<file path="config.mk">
export PLATFORM = sky130hd
export DESIGN_NAME = adjacency_to_incidence_converter_top_flat
export DESIGN_NICKNAME = d
export VERILOG_FILES = /design/src/rtl/core/a2i_pkg.sv /design/src/rtl/core/a2i_if.sv /design/src/rtl/core/adjacency_to_incidence_converter_top.sv /design/src/rtl/core/a2i_ctrl.sv /design/src/rtl/core/a2i_datapath.sv /design/src/flat_wrapper.sv
export SDC_FILE = /design/constraint.sdc
export NUM_CORES = 1
export LEC_CHECK = 0
export BUFFER_PORTS_ARGS = -buffer_cell sky130_fd_sc_hd__buf_4
export CAP_MARGIN = 20
export CORE_UTILIZATION = 50
export DETAILED_ROUTE_END_ITERATION = 8
export GPL_ROUTABILITY_DRIVEN = 0
export PLACE_DENSITY = 0.8
export SLEW_MARGIN = 20
export SYNTH_ARGS = -nofsm -noshare
export SYNTH_HDL_FRONTEND = slang
export SYNTH_SLANG_ARGS = --single-unit
</file>
<file path="constraint.sdc">
create_clock -name clk -period 4.31 [get_ports clk]
set_clock_uncertainty 0.1 [all_clocks]
set_input_delay 0.431 -clock clk [delete_from_list [all_inputs] [get_ports clk]]
set_output_delay 0.431 -clock clk [all_outputs]
set_load 0.02 [all_outputs]
</file>
<file path="src/rtl/core/a2i_pkg.sv">
// Shared types and constants for the adjacency to incidence converter.
package a2i_pkg;

  localparam int ROW_WIDTH        = 32;
  localparam int MAX_VERTICES_DEF = 32;

  localparam logic [5:0] VCOUNT_RESET = 6'd32;

  localparam logic [1:0] LOOP_VALUE = 2'd2;
  localparam logic [1:0] EDGE_VALUE = 2'd1;
  localparam logic [1:0] NO_VALUE   = 2'd0;

  localparam logic KIND_EDGE    = 1'b0;
  localparam logic KIND_SUMMARY = 1'b1;

  typedef enum logic [1:0] {
    ST_IDLE,
    ST_SCAN,
    ST_SUM
  } state_t;

  // controller to datapath
  typedef struct packed {
    logic load;
    logic step;
    logic emit_edge;
    logic emit_sum;
  } cmd_t;

  // datapath to controller
  typedef struct packed {
    logic edge_hit;
    logic last_col;
    logic slot_free;
  } status_t;

  typedef struct packed {
    logic       result_kind;
    logic [9:0] edge_number;
    logic [4:0] vertex_low;
    logic [4:0] vertex_high;
    logic [1:0] incidence_value;
    logic [5:0] row_degree;
    logic [5:0] max_degree;
    logic [9:0] edge_total;
    logic       last_of_row;
    logic       matrix_done;
  } result_t;

endpackage

</file>
<file path="src/rtl/core/a2i_if.sv">
// Valid/ready channel interfaces for rows, results and configuration.
interface a2i_in_if;
  logic        valid;
  logic        ready;
  logic [31:0] row_bits;
  modport source (output valid, output row_bits, input ready);
  modport sink   (input valid, input row_bits, output ready);
endinterface

interface a2i_out_if;
  logic       valid;
  logic       ready;
  logic       result_kind;
  logic [9:0] edge_number;
  logic [4:0] vertex_low;
  logic [4:0] vertex_high;
  logic [1:0] incidence_value;
  logic [5:0] row_degree;
  logic [5:0] max_degree;
  logic [9:0] edge_total;
  logic       last_of_row;
  logic       matrix_done;
  modport source (output valid, output result_kind, output edge_number, output vertex_low,
                  output vertex_high, output incidence_value, output row_degree,
                  output max_degree, output edge_total, output last_of_row,
                  output matrix_done, input ready);
  modport sink   (input valid, input result_kind, input edge_number, input vertex_low,
                  input vertex_high, input incidence_value, input row_degree,
                  input max_degree, input edge_total, input last_of_row,
                  input matrix_done, output ready);
endinterface

interface a2i_cfg_if;
  logic       valid;
  logic       ready;
  logic [5:0] data;
  modport source (output valid, output data, input ready);
  modport sink   (input valid, input data, output ready);
endinterface

</file>
<file path="src/rtl/core/adjacency_to_incidence_converter_top.sv">
// Top level of the adjacency to incidence converter.
//
// in_ch takes one adjacency row per request, rows in order from vertex 0;
// bit j of row_bits is the entry to vertex j. out_ch returns, per row, one
// edge request for each set bit at or right of the diagonal (numbered
// row-major, incidence 2 for a loop, 1 otherwise) and then a row summary
// with degree, running maximum degree and running edge count.
// cfg_ch writes vertex_count (reset 32); write it only while idle.
//
// A row passes through three phases: the row is accepted, the column counter
// walks the row column by column, and then the summary is issued.
// The column walk yields at most one result per cycle into a single output
// register. A stalled receiver holds that register and the walk waits at the
// next set bit; the next row is taken once the summary is in the register.
// After the last configured row the running counts clear.
// Reset (rst_n low, synchronous) clears the counts and vertex_count to 32.
module adjacency_to_incidence_converter_top #(
  parameter int MAX_VERTICES = a2i_pkg::MAX_VERTICES_DEF
) (
  input  logic       clk,
  input  logic       rst_n,
  a2i_in_if.sink     in_ch,
  a2i_out_if.source  out_ch,
  a2i_cfg_if.sink    cfg_ch
);

  a2i_pkg::cmd_t     cmd;
  a2i_pkg::status_t  status;
  a2i_pkg::result_t  res;

  assign cfg_ch.ready = 1'b1;

  a2i_ctrl u_ctrl (
    .clk      (clk),
    .rst_n    (rst_n),
    .in_valid (in_ch.valid),
    .in_ready (in_ch.ready),
    .status   (status),
    .cmd      (cmd)
  );

  a2i_datapath #(
    .MAX_VERTICES (MAX_VERTICES)
  ) u_datapath (
    .clk         (clk),
    .rst_n       (rst_n),
    .in_row_bits (in_ch.row_bits),
    .cfg_write   (cfg_ch.valid),
    .cfg_data    (cfg_ch.data),
    .out_ready   (out_ch.ready),
    .out_valid   (out_ch.valid),
    .out_res     (res),
    .cmd         (cmd),
    .status      (status)
  );

  assign out_ch.result_kind     = res.result_kind;
  assign out_ch.edge_number     = res.edge_number;
  assign out_ch.vertex_low      = res.vertex_low;
  assign out_ch.vertex_high     = res.vertex_high;
  assign out_ch.incidence_value = res.incidence_value;
  assign out_ch.row_degree      = res.row_degree;
  assign out_ch.max_degree      = res.max_degree;
  assign out_ch.edge_total      = res.edge_total;
  assign out_ch.last_of_row     = res.last_of_row;
  assign out_ch.matrix_done     = res.matrix_done;

endmodule

</file>
<file path="src/rtl/core/a2i_ctrl.sv">
// Row sequencer: accepts a row, walks its columns, then issues the summary.
module a2i_ctrl (
  input  logic              clk,
  input  logic              rst_n,
  input  logic              in_valid,
  output logic              in_ready,
  input  a2i_pkg::status_t  status,
  output a2i_pkg::cmd_t     cmd
);

  a2i_pkg::state_t state_r, state_nxt;

  always_ff @(posedge clk) begin
    if (!rst_n) begin
      state_r <= a2i_pkg::ST_IDLE;
    end else begin
      state_r <= state_nxt;
    end
  end

  always_comb begin
    state_nxt = state_r;
    case (state_r)
      a2i_pkg::ST_IDLE: begin
        if (in_valid) state_nxt = a2i_pkg::ST_SCAN;
      end
      a2i_pkg::ST_SCAN: begin
        if ((!status.edge_hit || status.slot_free) && status.last_col)
          state_nxt = a2i_pkg::ST_SUM;
      end
      a2i_pkg::ST_SUM: begin
        if (status.slot_free) state_nxt = a2i_pkg::ST_IDLE;
      end
      default: state_nxt = a2i_pkg::ST_IDLE;
    endcase
  end

  always_comb begin
    in_ready      = 1'b0;
    cmd           = '0;
    case (state_r)
      a2i_pkg::ST_IDLE: begin
        in_ready = 1'b1;
        cmd.load = in_valid;
      end
      a2i_pkg::ST_SCAN: begin
        // hold the column while an edge waits for the output slot
        cmd.step      = !status.edge_hit || status.slot_free;
        cmd.emit_edge = status.edge_hit && status.slot_free;
      end
      a2i_pkg::ST_SUM: begin
        cmd.emit_sum = status.slot_free;
      end
      default: begin
        in_ready = 1'b0;
      end
    endcase
  end

endmodule

</file>
<file path="src/rtl/core/a2i_datapath.sv">
// Row register, column counter, running graph state and output register.
module a2i_datapath #(
  parameter int MAX_VERTICES = a2i_pkg::MAX_VERTICES_DEF
) (
  input  logic              clk,
  input  logic              rst_n,
  input  logic [31:0]       in_row_bits,
  input  logic              cfg_write,
  input  logic [5:0]        cfg_data,
  input  logic              out_ready,
  output logic              out_valid,
  output a2i_pkg::result_t  out_res,
  input  a2i_pkg::cmd_t     cmd,
  output a2i_pkg::status_t  status
);

  localparam int LIM = (MAX_VERTICES < a2i_pkg::ROW_WIDTH) ? MAX_VERTICES
                                                            : a2i_pkg::ROW_WIDTH;
  localparam logic [5:0] LIM_V = 6'(LIM);

  logic [5:0]        vcount_r;
  logic [31:0]       row_bits_r;
  logic [4:0]        col_r;
  logic [5:0]        deg_r;
  logic [4:0]        row_r;
  logic [9:0]        edges_r;
  logic [5:0]        dmax_r;
  logic              out_valid_r;
  a2i_pkg::result_t  res_r;

  logic [5:0]        n_act;
  logic              bit_set;
  logic [5:0]        max_nxt;
  logic              done;

  always_comb begin
    if (vcount_r == 6'd0)      n_act = 6'd1;
    else if (vcount_r > LIM_V) n_act = LIM_V;
    else                       n_act = vcount_r;
  end

  assign bit_set          = row_bits_r[col_r];
  assign status.edge_hit  = bit_set && (col_r >= row_r);
  assign status.last_col  = ({1'b0, col_r} == (n_act - 6'd1));
  assign status.slot_free = !out_valid_r || out_ready;

  assign max_nxt = (deg_r > dmax_r) ? deg_r : dmax_r;
  assign done    = ({1'b0, row_r} + 6'd1) >= n_act;

  always_ff @(posedge clk) begin
    if (!rst_n) begin
      vcount_r <= a2i_pkg::VCOUNT_RESET;
    end else if (cfg_write) begin
      vcount_r <= cfg_data;
    end
  end

  always_ff @(posedge clk) begin
    if (cmd.load) begin
      row_bits_r <= in_row_bits;
      col_r      <= 5'd0;
      deg_r      <= 6'd0;
    end else if (cmd.step) begin
      col_r <= col_r + 5'd1;
      deg_r <= deg_r + {5'd0, bit_set};
    end
  end

  always_ff @(posedge clk) begin
    if (!rst_n) begin
      row_r   <= 5'd0;
      edges_r <= 10'd0;
      dmax_r  <= 6'd0;
    end else if (cmd.emit_edge) begin
      edges_r <= edges_r + 10'd1;
    end else if (cmd.emit_sum) begin
      if (done) begin
        row_r   <= 5'd0;
        edges_r <= 10'd0;
        dmax_r  <= 6'd0;
      end else begin
        row_r  <= row_r + 5'd1;
        dmax_r <= max_nxt;
      end
    end
  end

  always_ff @(posedge clk) begin
    if (!rst_n) begin
      out_valid_r <= 1'b0;
    end else if (cmd.emit_edge || cmd.emit_sum) begin
      out_valid_r <= 1'b1;
    end else if (out_ready) begin
      out_valid_r <= 1'b0;
    end
  end

  always_ff @(posedge clk) begin
    if (cmd.emit_edge) begin
      res_r.result_kind     <= a2i_pkg::KIND_EDGE;
      res_r.edge_number     <= edges_r;
      res_r.vertex_low      <= row_r;
      res_r.vertex_high     <= col_r;
      res_r.incidence_value <= (col_r == row_r) ? a2i_pkg::LOOP_VALUE
                                                : a2i_pkg::EDGE_VALUE;
      res_r.row_degree      <= 6'd0;
      res_r.max_degree      <= 6'd0;
      res_r.edge_total      <= 10'd0;
      res_r.last_of_row     <= 1'b0;
      res_r.matrix_done     <= 1'b0;
    end else if (cmd.emit_sum) begin
      res_r.result_kind     <= a2i_pkg::KIND_SUMMARY;
      res_r.edge_number     <= 10'd0;
      res_r.vertex_low      <= row_r;
      res_r.vertex_high     <= 5'd0;
      res_r.incidence_value <= a2i_pkg::NO_VALUE;
      res_r.row_degree      <= deg_r;
      res_r.max_degree      <= max_nxt;
      res_r.edge_total      <= edges_r;
      res_r.last_of_row     <= 1'b1;
      res_r.matrix_done     <= done;
    end
  end

  assign out_valid = out_valid_r;
  assign out_res   = res_r;

endmodule

</file>
<file path="src/flat_wrapper.sv">
// flat-port wrapper written by rule: the top's interface ports become plain ports
module adjacency_to_incidence_converter_top_flat 
#(
  parameter int MAX_VERTICES = a2i_pkg::MAX_VERTICES_DEF
)
  (clk, rst_n, in_ch_valid, in_ch_row_bits, in_ch_ready, out_ch_valid, out_ch_result_kind, out_ch_edge_number, out_ch_vertex_low, out_ch_vertex_high, out_ch_incidence_value, out_ch_row_degree, out_ch_max_degree, out_ch_edge_total, out_ch_last_of_row, out_ch_matrix_done, out_ch_ready, cfg_ch_valid, cfg_ch_data, cfg_ch_ready);
  a2i_in_if in_ch_i ();
  a2i_out_if out_ch_i ();
  a2i_cfg_if cfg_ch_i ();
  input  logic clk;
  input  logic rst_n;
  input wire logic [$bits(in_ch_i.valid)-1:0] in_ch_valid;
  input wire logic [$bits(in_ch_i.row_bits)-1:0] in_ch_row_bits;
  output wire logic [$bits(in_ch_i.ready)-1:0] in_ch_ready;
  output wire logic [$bits(out_ch_i.valid)-1:0] out_ch_valid;
  output wire logic [$bits(out_ch_i.result_kind)-1:0] out_ch_result_kind;
  output wire logic [$bits(out_ch_i.edge_number)-1:0] out_ch_edge_number;
  output wire logic [$bits(out_ch_i.vertex_low)-1:0] out_ch_vertex_low;
  output wire logic [$bits(out_ch_i.vertex_high)-1:0] out_ch_vertex_high;
  output wire logic [$bits(out_ch_i.incidence_value)-1:0] out_ch_incidence_value;
  output wire logic [$bits(out_ch_i.row_degree)-1:0] out_ch_row_degree;
  output wire logic [$bits(out_ch_i.max_degree)-1:0] out_ch_max_degree;
  output wire logic [$bits(out_ch_i.edge_total)-1:0] out_ch_edge_total;
  output wire logic [$bits(out_ch_i.last_of_row)-1:0] out_ch_last_of_row;
  output wire logic [$bits(out_ch_i.matrix_done)-1:0] out_ch_matrix_done;
  input wire logic [$bits(out_ch_i.ready)-1:0] out_ch_ready;
  input wire logic [$bits(cfg_ch_i.valid)-1:0] cfg_ch_valid;
  input wire logic [$bits(cfg_ch_i.data)-1:0] cfg_ch_data;
  output wire logic [$bits(cfg_ch_i.ready)-1:0] cfg_ch_ready;
  assign in_ch_i.valid = in_ch_valid;
  assign in_ch_i.row_bits = in_ch_row_bits;
  assign in_ch_ready = in_ch_i.ready;
  assign out_ch_valid = out_ch_i.valid;
  assign out_ch_result_kind = out_ch_i.result_kind;
  assign out_ch_edge_number = out_ch_i.edge_number;
  assign out_ch_vertex_low = out_ch_i.vertex_low;
  assign out_ch_vertex_high = out_ch_i.vertex_high;
  assign out_ch_incidence_value = out_ch_i.incidence_value;
  assign out_ch_row_degree = out_ch_i.row_degree;
  assign out_ch_max_degree = out_ch_i.max_degree;
  assign out_ch_edge_total = out_ch_i.edge_total;
  assign out_ch_last_of_row = out_ch_i.last_of_row;
  assign out_ch_matrix_done = out_ch_i.matrix_done;
  assign out_ch_i.ready = out_ch_ready;
  assign cfg_ch_i.valid = cfg_ch_valid;
  assign cfg_ch_i.data = cfg_ch_data;
  assign cfg_ch_ready = cfg_ch_i.ready;
  adjacency_to_incidence_converter_top #(.MAX_VERTICES(MAX_VERTICES)) u_core (.clk(clk), .rst_n(rst_n), .in_ch(in_ch_i), .out_ch(out_ch_i), .cfg_ch(cfg_ch_i));
endmodule
</file>
## Word level (Yosys, flattened, before mapping)

Cells that the tools add are included.

| storage, ports and cells | value |
|---|---|
| bits in registers | 119 |
| input bits | 43 |
| output and inout port bits | 50 |
| logic and storage cells | 76 |

| cells by class | value |
|---|---|
| add/sub/neg operators | 6 |
| order comparisons | 5 |
| equality and inequality tests | 7 |
| multiplexer cells | 23 |
| bitwise operators | 1 |
| reductions and logical operators | 16 |

Operator list:

| cell | number |
|---|---|
| 2-to-1 mux 46 bit | 2 |
| 2-to-1 mux 10 bit | 3 |
| 2-to-1 mux 6 bit | 4 |
| adder 10 x 1 -> 10 bit (second input constant) | 1 |
| adder 5 x 1 -> 5 bit (second input constant) | 2 |
| 2-to-1 mux 2 bit | 5 |
| adder 5 x 1 -> 6 bit (second input constant) | 1 |
| adder 6 x 1 -> 6 bit | 1 |
| equality test 5 x 6 -> 1 bit | 1 |
| greater-or-equal comparator 6 bit | 1 |
| greater-than comparator 6 bit | 1 |
| greater-than comparator 6 bit (second input constant) | 1 |
| logical NOT 6 bit | 1 |
| < comparator 5 x 6 -> 1 bit (second input constant) | 1 |
| 2-to-1 mux 1 bit | 6 |
| != test 2 bit (second input constant) | 3 |
| case mux 2 bit (3 select lines) | 1 |
| nonzero test 2 bit | 3 |
| subtractor 6 x 1 -> 6 bit (second input constant) | 1 |
| binary-select mux 1 bit (select 5 bit) | 1 |
| equality test 5 bit | 1 |
| greater-or-equal comparator 5 bit | 1 |
| 2-to-1 mux 5 bit | 1 |
| AND reduction 2 bit | 2 |
| 8 further kinds | 13 |

## Depth between registers and ports, before layout

Gate-level depths: netlist of the first run.

| depth | value |
|---|---|
| depth after elaboration | 8 |
| gate-level depth with buffers | 12 |
| mapped depth without buffers | 11 |

## Cells and area by module

From an unflattened synthesis of the first run, not the netlist that was laid out.

| second synthesis, totals | value |
|---|---|
| cell total of the unflattened synthesis | 486 |
| area total of the unflattened synthesis | 5352.6 µm² |

By module, submodules not included:

| module | times used | cells each | area each (µm²) | sequential area each (µm²) |
|---|---|---|---|---|
| a2i_datapath | 1 | 469 | 5203.7 | 2882.8 |
| a2i_ctrl | 1 | 15 | 137.6 | 40.0 |
| adjacency_to_incidence_converter_top | 1 | 2 | 11.3 | 0.0 |

## Worst setup path before layout of the first run

No wires, ideal clock.

| timing path | value |
|---|---|
| path kind | reg-to-reg |
| from | register u_core.u_datapath.col_r[0] |
| to | register u_core.u_datapath.out_res[31] (netlist name) |
| library setup time | 255 ps |
| arrival time | 2204 ps |
| data required time | 3955 ps |
| path slack | 1752 ps |
| cell stages (with the launch flop) | 11 |
| path buffers | 1 |
| clock period less this slack | 2558 ps |
| cell sequence | dfxtp_1 > inv_2 > ha_1 > nand2b_1 > a21o_1 > a21oi_1 > o21a_1 > a211oi_4 > or2_0 > buf_2 > and2_1 |

| between the ends | value |
|---|---|
| word-level cells in the longest chain between the ends | 6 |
| elaborated cells on any way between the ends | 7 |
| those cells by class | 1 x order compare; 4 x mux; 2 x reduce/logical |

Ends and longest elaborated chain:

| what | line | RTL |
|---|---|---|
| start, declared | a2i_datapath.sv:23 | `logic [4:0] col_r;` |
| start signal, assigned | a2i_datapath.sv:64 | `col_r <= col_r + 5'd1;` |
| binary-select mux 1 bit (select 5 bit) | a2i_datapath.sv:42 | `assign bit_set = row_bits_r[col_r];` |
| 2-to-1 mux 1 bit (implied by the code) | a2i_datapath.sv:42 |  |
| logical AND 1 bit (*) | a2i_datapath.sv:43 | `assign status.edge_hit = bit_set && (col_r >= row_r);` |
| logical AND 1 bit (*) | a2i_ctrl.sv:49 | `cmd.emit_edge = status.edge_hit && status.slot_free;` |
| 2-to-1 mux 2 bit (*) | a2i_ctrl.sv:41 | `case (state_r)` |
| 2-to-1 mux 46 bit (*) | a2i_datapath.sv:99 | `if (cmd.emit_edge) begin` |

Every way passes the cells marked *; elsewhere a longest branch is shown, timed or not. The select of a mux whose other input is x is not followed.
A chain may end at the register's enable or synchronous reset.

## Worst setup path after layout of the first run

| timing path | value |
|---|---|
| from | register u_core.u_datapath.col_r[1] |
| to | register u_core.u_datapath.out_res[27] (netlist name) |

| between the ends | value |
|---|---|
| word-level cells in the longest chain between the ends | 6 |
| elaborated cells on any way between the ends | 7 |
| those cells by class | 1 x order compare; 3 x mux; 3 x reduce/logical |

Ends and longest elaborated chain:

| what | line |
|---|---|
| binary-select mux 1 bit (select 5 bit) | a2i_datapath.sv:42 |
| 2-to-1 mux 1 bit (implied by the code) | a2i_datapath.sv:42 |
| logical AND 1 bit (*) | a2i_datapath.sv:43 |
| logical AND 1 bit (*) | a2i_ctrl.sv:49 |
| 2-to-1 mux 2 bit (*) | a2i_ctrl.sv:41 |
| nonzero test 2 bit (no line) (*) | -- |

Marked as above.

==> results of run 1 <==
critical path, cell delays in order (launching register included):
cell and delay (ps):
dfxtp_1 910, mux2i_1 220, a311o_1 420, a211oi_2 200, a31oi_2 120, a211oi_4 240
or2_1 830
state kept, by name (all words and copies together) (netlist names):
| name | flops |
|---|---|
| u_core.u_datapath.out_valid | 1 |
| u_core.u_datapath.deg_r | 6 |
| u_core.u_datapath.row_bits_r | 32 |
| u_core.u_datapath.dmax_r | 6 |
| u_core.u_datapath.edges_r | 10 |
| u_core.u_datapath.out_res | 46 |
| u_core.u_datapath.col_r | 5 |
| u_core.u_ctrl.state_r | 2 |
| u_core.u_datapath.row_r | 5 |
| u_core.u_datapath.vcount_r | 6 |
cell type report:
class	instances	share of cell area, %
Multi-Input combinational cell	353	32.4
Timing Repair Buffer	127	14.7
Clock inverter	13	1.87
Clock buffer	19	6.00
Sequential cell	119	41.6
Inverter	20	1.07
Tap cell	136	2.42
kinds of logic (layout without fill, tap and decap cells):
| group | Yosys count | after routing | share of synthesized area [%] |
|---|---|---|---|
| simple gates | 190 | 190 | 17.4 |
| flops | 119 | 119 | 54.1 |
| compound gates | 99 | 99 | 12.1 |
| buf+inv | 45 | 179 | 3.86 |
| mux | 28 | 28 | 5.25 |
| fa+ha+maj | 23 | 23 | 5.32 |
| xor+xnor | 12 | 12 | 1.94 |
| other cells | 1 | 1 | 0.0694 |
per-layer routing:
metal,track usage [%],vias to the layer above,routed length (um)
met3,6.68,15,574
met2,39.4,112,6200
met1,25.8,1974,4970
met5,0,-,0
met4,7.64,0,133
li1,-,2080,-
final timing paths:
kind                                 from                            end
min                        cfg_ch_data[5]  u_core.u_datapath.vcount_r[5]
max            u_core.u_datapath.col_r[1]  u_core.u_datapath.out_res[27]
max reg2reg    u_core.u_datapath.col_r[1]  u_core.u_datapath.out_res[27]
min reg2reg  u_core.u_datapath.out_res[8]   u_core.u_datapath.out_res[8]
placed cells by master, fill, tap and decap left out, types with 3 or more instances in the layout:
| cell type | instances |
|---|---|
| buf_4 | 95 |
| nand2_1 | 73 |
| dfxtp_1 | 65 |
| edfxtp_1 | 54 |
| dlygate4sd3_1 | 32 |
| a21oi_1 | 31 |
| mux2i_1 | 25 |
| and2_1 | 24 |
| ha_1 | 23 |
| nor2_1 | 20 |
| o21ai_0 | 19 |
| inv_1 | 18 |
| nand3_1 | 18 |
| clkbuf_16 | 16 |
| nor2b_1 | 13 |
| and3_1 | 12 |
| xnor2_1 | 9 |
| o22ai_1 | 9 |
| nand2b_1 | 8 |
| o21a_1 | 6 |
| nor3_1 | 6 |
| a22o_1 | 6 |
| clkinv_2 | 6 |
| o211ai_1 | 4 |
| mux2_2 | 3 |
| a22oi_1 | 3 |
| a311oi_1 | 3 |
| xor2_1 | 3 |
| a21boi_0 | 3 |
| nand4_1 | 3 |
| and3b_1 | 3 |
what timing repair did:
action,CTS,global route
buffers inserted,0,0
endpoints found under the hold margin,32,0
hold buffers,32,0
power by group through the flow:
stage               Clock (mW)  Combinational [mW]  Sequential, mW
global placement             0               0.491            1.37
CTS                       1.32               0.538            1.35
finish                    1.31               0.541            1.36
detailed placement           0               0.509            1.38
global route              1.38               0.595            1.37
floorplan                    0               0.352            1.38
metrics by stage:
stage / area, um2 / setup slack, ps / util [%] / hold slack [ps]
5_1_grt: 7030 / 729 / 67.5 / 34.8
6_report: 7030 / 873 / 67.5 / 33.6
2_1_floorplan: 5410 / 1750 / - / 348
4_1_cts: 7030 / 958 / 67.5 / 20.1
3_5_place_dp: 6160 / 965 / 59.1 / 353
3_3_place_gp: 6160 / 1110 / 59.1 / 348
==> summary.md, run 1 <==
| Metric | Value |
|---|---|
| PortBufs | 91 |
| DR pass1 iterations | 5 |
| Register bit count reported by yosys | 119 |
| Crit Path Max Fanout | 29 |
| Sequential share of the synthesized area | 54.1% |
| Yosys cell types | 52 |
| Clock power share | 40.9% |
| Die height | 106 um |
| Switching Fraction | 27.5% |
| Crit. End Element | flop |
| WP data required | 4340 ps |
| Hold Path Stages | 3 |
| Power Dens Cells | 457 nW/um2 |
| Run status | finished clean |
| Slew @ Worst Pin | 1050 ps |
| Final wirelength | 11,900 um |
| Pwr Total | 3.21 mW |
| RSZ-0062 raised after global routing | no |
| Area leader, netlist | edfxtp_1 |
| Min Tclk post-route | 3440 ps |
| Die area | 11,200 um2 |
| Worst r2r path cells | 6 |
| Number of max-slew violations in the final report | 0 |
| Grt ovf | 0 |
| Initial antenna violation count | 0 |
| # nets final | 704 |
| FP Rows | 37 |
| Pin count of the biggest net entering global routing | 55 |
| Setup_tns | 0 ps |
| Die width | 106 um |
| Syn Std Cell Area | 5410 um2 |
| Area of the multi-input gates | 2270 um2 |
| Synth Warn # | 0 |
| Placed insts | 723 |
| Top-count cell post-synth | nand2_1 |
| Clock buffer depth | 2 |
| Syn Area/Cell | 10.5 um2 |
| Initial Utilization | 51.9% |
| First-pass GRT wire length | 19,300 um |
| Core area | 10,400 um2 |
| # setup viols final | 0 |
| Final Non-Filler Cells | 787 |
| Cells after Synth | 517 |
| Filler cells | 777 |
| Leakage power | 2.82 nW |
| Logic gate share of total power | 16.9% |
| Area grow syn2layout | 30.0% |
| CTS-repair resized insts | 0 |
| Max IR drop VDD | 0.337 mV |
| CTS tree | yes |
| ANT cells | 0 |
| Via density | 5.31 |
| Max Cap Violations | 0 |
| Layout cells sized above 1 | 20.7% |
| Reg power frac | 42.3% |
| HP Class | in2reg |
| Clock transition at path regs | 50 ps |
| GRT Util Overall | 22.3% |
| Kind of critical path | reg2reg |
| Ys flop type | dfxtp_1 |
| Drt wl/cell | 15.1 um |
| FMAX | 0.291 GHz |
| Period utilization | 79.7% |
| I/O Pins | 93 |
| Post-DP HPWL | 7670 um |
| Total CTS buffers | 17 |
| Net count after synthesis | 583 |
| Cell Int Power | 2.33 mW |
| Startpoint types | flop |
| Final hold violations | 0 |
| TritonCTS Sinks | 119 |
| Reg2reg setup slack | 870 ps |
| Post-synth EDFFs | 54 |
| H-tree depth | 4 |
| Post-synth top cells | 73 x nand2_1, 65 x dfxtp_1, 54 x edfxtp_1 |
| Asr flop ratio synth | 0% |
| Initial DRC Count | 183 |
| FF+latch area | 2920 um2 |
| Vias after detailed routing | 4,181 |
| Post-route ant nets | 0 |
| Vias in the first global route | 4,098 |
| Clk_lat worst skew | 520 ps |
| Dominant cells by area after synthesis | edfxtp_1 30%, dfxtp_1 24%, ha_1 5.3%, nand2_1 5.1%, mux2i_1 4.6% |
| DRC | 0 |
| CP arrival | 3470 ps |
| Top cell type's share of synthesized area | 30.0% |
| P_sw | 0.882 mW |
| Root Driver | clkbuf_8 |
| Max-slew headroom at the worst pin | 30.2% |
Power figures use the tool's default switching activity.
==> run 2, diff against run 1 <==
==> constraint.sdc (replaced) <==
create_clock -name clk -period 3.5 [get_ports clk]
set_clock_uncertainty 0.1 [all_clocks]
set_input_delay 0.35 -clock clk [delete_from_list [all_inputs] [get_ports clk]]
set_output_delay 0.35 -clock clk [all_outputs]
set_load 0.02 [all_outputs]
==> summary.md, run 2 (same netlist as run 1, synthesis figures left out) <==
| Metric | Value |
|---|---|
| Slew @ Worst Pin | 963 ps |
| # nets final | 714 |
| Worst path top cell family by delay | compound AO/OA/AOI/OAI gates |
| Final wirelength | 12,000 um |
| Clock buffer depth | 2 |
| Worst r2r src | u_core.u_datapath.col_r[1] |
| Logic gate share of total power | 17.5% |
| Crit. End Element | flop |
| Core area | 10,400 um2 |
| Crit path cell chain | mux2i_1 -> a311o_1 -> a211oi_2 -> a31oi_2 -> a211oi_4 -> or2_1 -> buf_4 |
| Initial antenna violation count | 0 |
| Reg power frac | 41.9% |
| H-tree depth | 4 |
| Via density | 5.36 |
| Vias after detailed routing | 4,272 |
| Kind of critical path | reg2reg |
| Die width | 106 um |
| R2r endpoint | u_core.u_datapath.out_res[43] |
| Number of max-slew violations in the final report | 0 |
| Hold EP | u_core.u_datapath.vcount_r[5] |
| # setup viols final | 0 |
| CP Buf/Inv Count | 1 |
| Pin count of the biggest net entering global routing | 55 |
| FMAX | 0.322 GHz |
| Total CTS buffers | 17 |
| Setup_tns | 0 ps |
| Clock power share | 40.6% |
| Die height | 106 um |
| Drt wl/cell | 15.1 um |
| Final Non-Filler Cells | 797 |
| Leakage power | 2.87 nW |
| PortBufs | 91 |
| Power Dens Cells | 555 nW/um2 |
| DR pass1 iterations | 4 |
| Commonest non-fill, non-tap cells in the layout | 99 x buf_4, 73 x nand2_1, 65 x dfxtp_1 |
| Setup slack after layout | 390 ps |
| Worst min-delay path startpoint | cfg_ch_valid |
| CP arrival | 3240 ps |
| Initial Utilization | 51.9% |
| Switching Fraction | 27.6% |
| DRC | 0 |
| Period utilization | 88.8% |
| Max reg flops | 46 |
| Layout cells sized above 1 | 20.6% |
| I/O Pins | 93 |
| Run status | finished clean |
| Area grow syn2layout | 31.5% |
| Placed insts | 727 |
| WP data required | 3630 ps |
| GRT Util Overall | 22.9% |
| RSZ-0062 raised after global routing | no |
| Clk_lat worst skew | 530 ps |
| Die area | 11,200 um2 |
| Vias in the first global route | 4,279 |
| Hold Path Stages | 2 |
| TritonCTS Sinks | 119 |
| Reg2reg setup slack | 390 ps |
| Clock transition at path regs | 60 ps |
| FP Rows | 37 |
| Root Driver | clkbuf_8 |
| Grt ovf | 0 |
| Final hold violations | 0 |
| Startpoint types | flop |
| Min Tclk post-route | 3110 ps |
| Crit Path Max Fanout | 17 |
| Post-DP HPWL | 7900 um |
| Setup Fix Bufs, Post-CTS | 0 |
| Worst r2r path cells | 7 |
| CP peak stage delay | 720 ps |
| Cell Int Power | 2.86 mW |
| HP Class | in2reg |
| Post-route ant nets | 0 |
| CTS tree | yes |
| ANT cells | 0 |
| Max-slew headroom at the worst pin | 35.8% |
| Max IR drop VDD | 0.347 mV |
| Place WS | 406 ps |
| Initial DRC Count | 306 |
| Commonest non-fill, non-tap cell in the layout | buf_4 |
| P_sw | 1.09 mW |
| Max stage delay cell, worst path | dfxtp_1 |
| First-pass GRT wire length | 19,900 um |
| Max Cap Violations | 0 |
==> run 2: cell count changes in the layout (fill, tap and decap cells not counted), sizes merged <==
cell,previous run,this run
clkbuf,19,24
bufinv,2,1
clkinv,8,4
dlygate4sd3,32,38
buf,95,99
==> run 2: routing by layer <==
layer / vias to the layer above / global-route usage (%) / share of wire [%]
li1: 2100 / - / -
met1: 1999 / 26.7 / 42
met2: 145 / 38.6 / 50
met3: 28 / 6.07 / 5.4
met4: 0 / 11.8 / 2.5
met5: - / 0 / 0
==> run 2: cell type report <==
cell class | count | area [um2]
Clock buffer | 24 | 470
Clock inverter | 8 | 75.1
Fill cell | 753 | 3300
Inverter | 20 | 75.1
Multi-Input combinational cell | 353 | 2270
Sequential cell | 119 | 2920
Tap cell | 136 | 170
Timing Repair Buffer | 137 | 1120
==> run 2: how the worst max path moves through the flow <==
| stage | endpoint | cells past startpoint | slack (ps) | from |
|---|---|---|---|---|
| 2_1_floorplan | u_core.u_datapath.out_res[31] | 10 | 940 | u_core.u_datapath.col_r[0] |
| 3_3_place_gp | u_core.u_datapath.out_res[44] | 7 | 600 | u_core.u_datapath.col_r[1] |
| 3_5_place_dp | u_core.u_datapath.out_res[43] | 7 | 410 | u_core.u_datapath.col_r[1] |
| 4_1_cts | u_core.u_datapath.out_res[43] | 7 | 390 | u_core.u_datapath.col_r[1] |
| 5_1_grt | u_core.u_datapath.out_res[43] | 7 | 220 | u_core.u_datapath.col_r[1] |
| 6_report | u_core.u_datapath.out_res[43] | 7 | 390 | u_core.u_datapath.col_r[1] |
==> run 2: metrics by stage <==
stage	cell area (um2)	power (mW)	utilization [%]	hold slack, ps
4_1_cts	7110	3.95	68.3	11.0
6_report	7110	3.95	68.3	19.3
5_1_grt	7110	4.10	68.3	35.6
3_3_place_gp	6190	2.29	59.4	344
2_1_floorplan	5410	2.13	-	348
3_5_place_dp	6190	2.32	59.4	347
==> run 2: power groups by stage <==
stage          combinational [mW]  sequential (mW)  clock [mW]
2_1_floorplan               0.433             1.70           0
3_3_place_gp                0.620             1.67           0
3_5_place_dp                0.642             1.68           0
4_1_cts                     0.686             1.65        1.61
5_1_grt                     0.752             1.67        1.68
6_report                    0.691             1.65        1.60
==> run 2: what timing repair did <==
action,CTS,global route
endpoints found under the hold margin,38,0
gates resized for setup,0,0
endpoints found under the setup margin,0,0
hold buffers,38,0
==> run 2: worst register-to-register path, stage by stage, from the launching register on <==
cell,delay [ps]
dfxtp_1,720
mux2i_1,160
a311o_1,380
a211oi_2,210
a31oi_2,120
a211oi_4,240
or2_1,560
buf_4,320
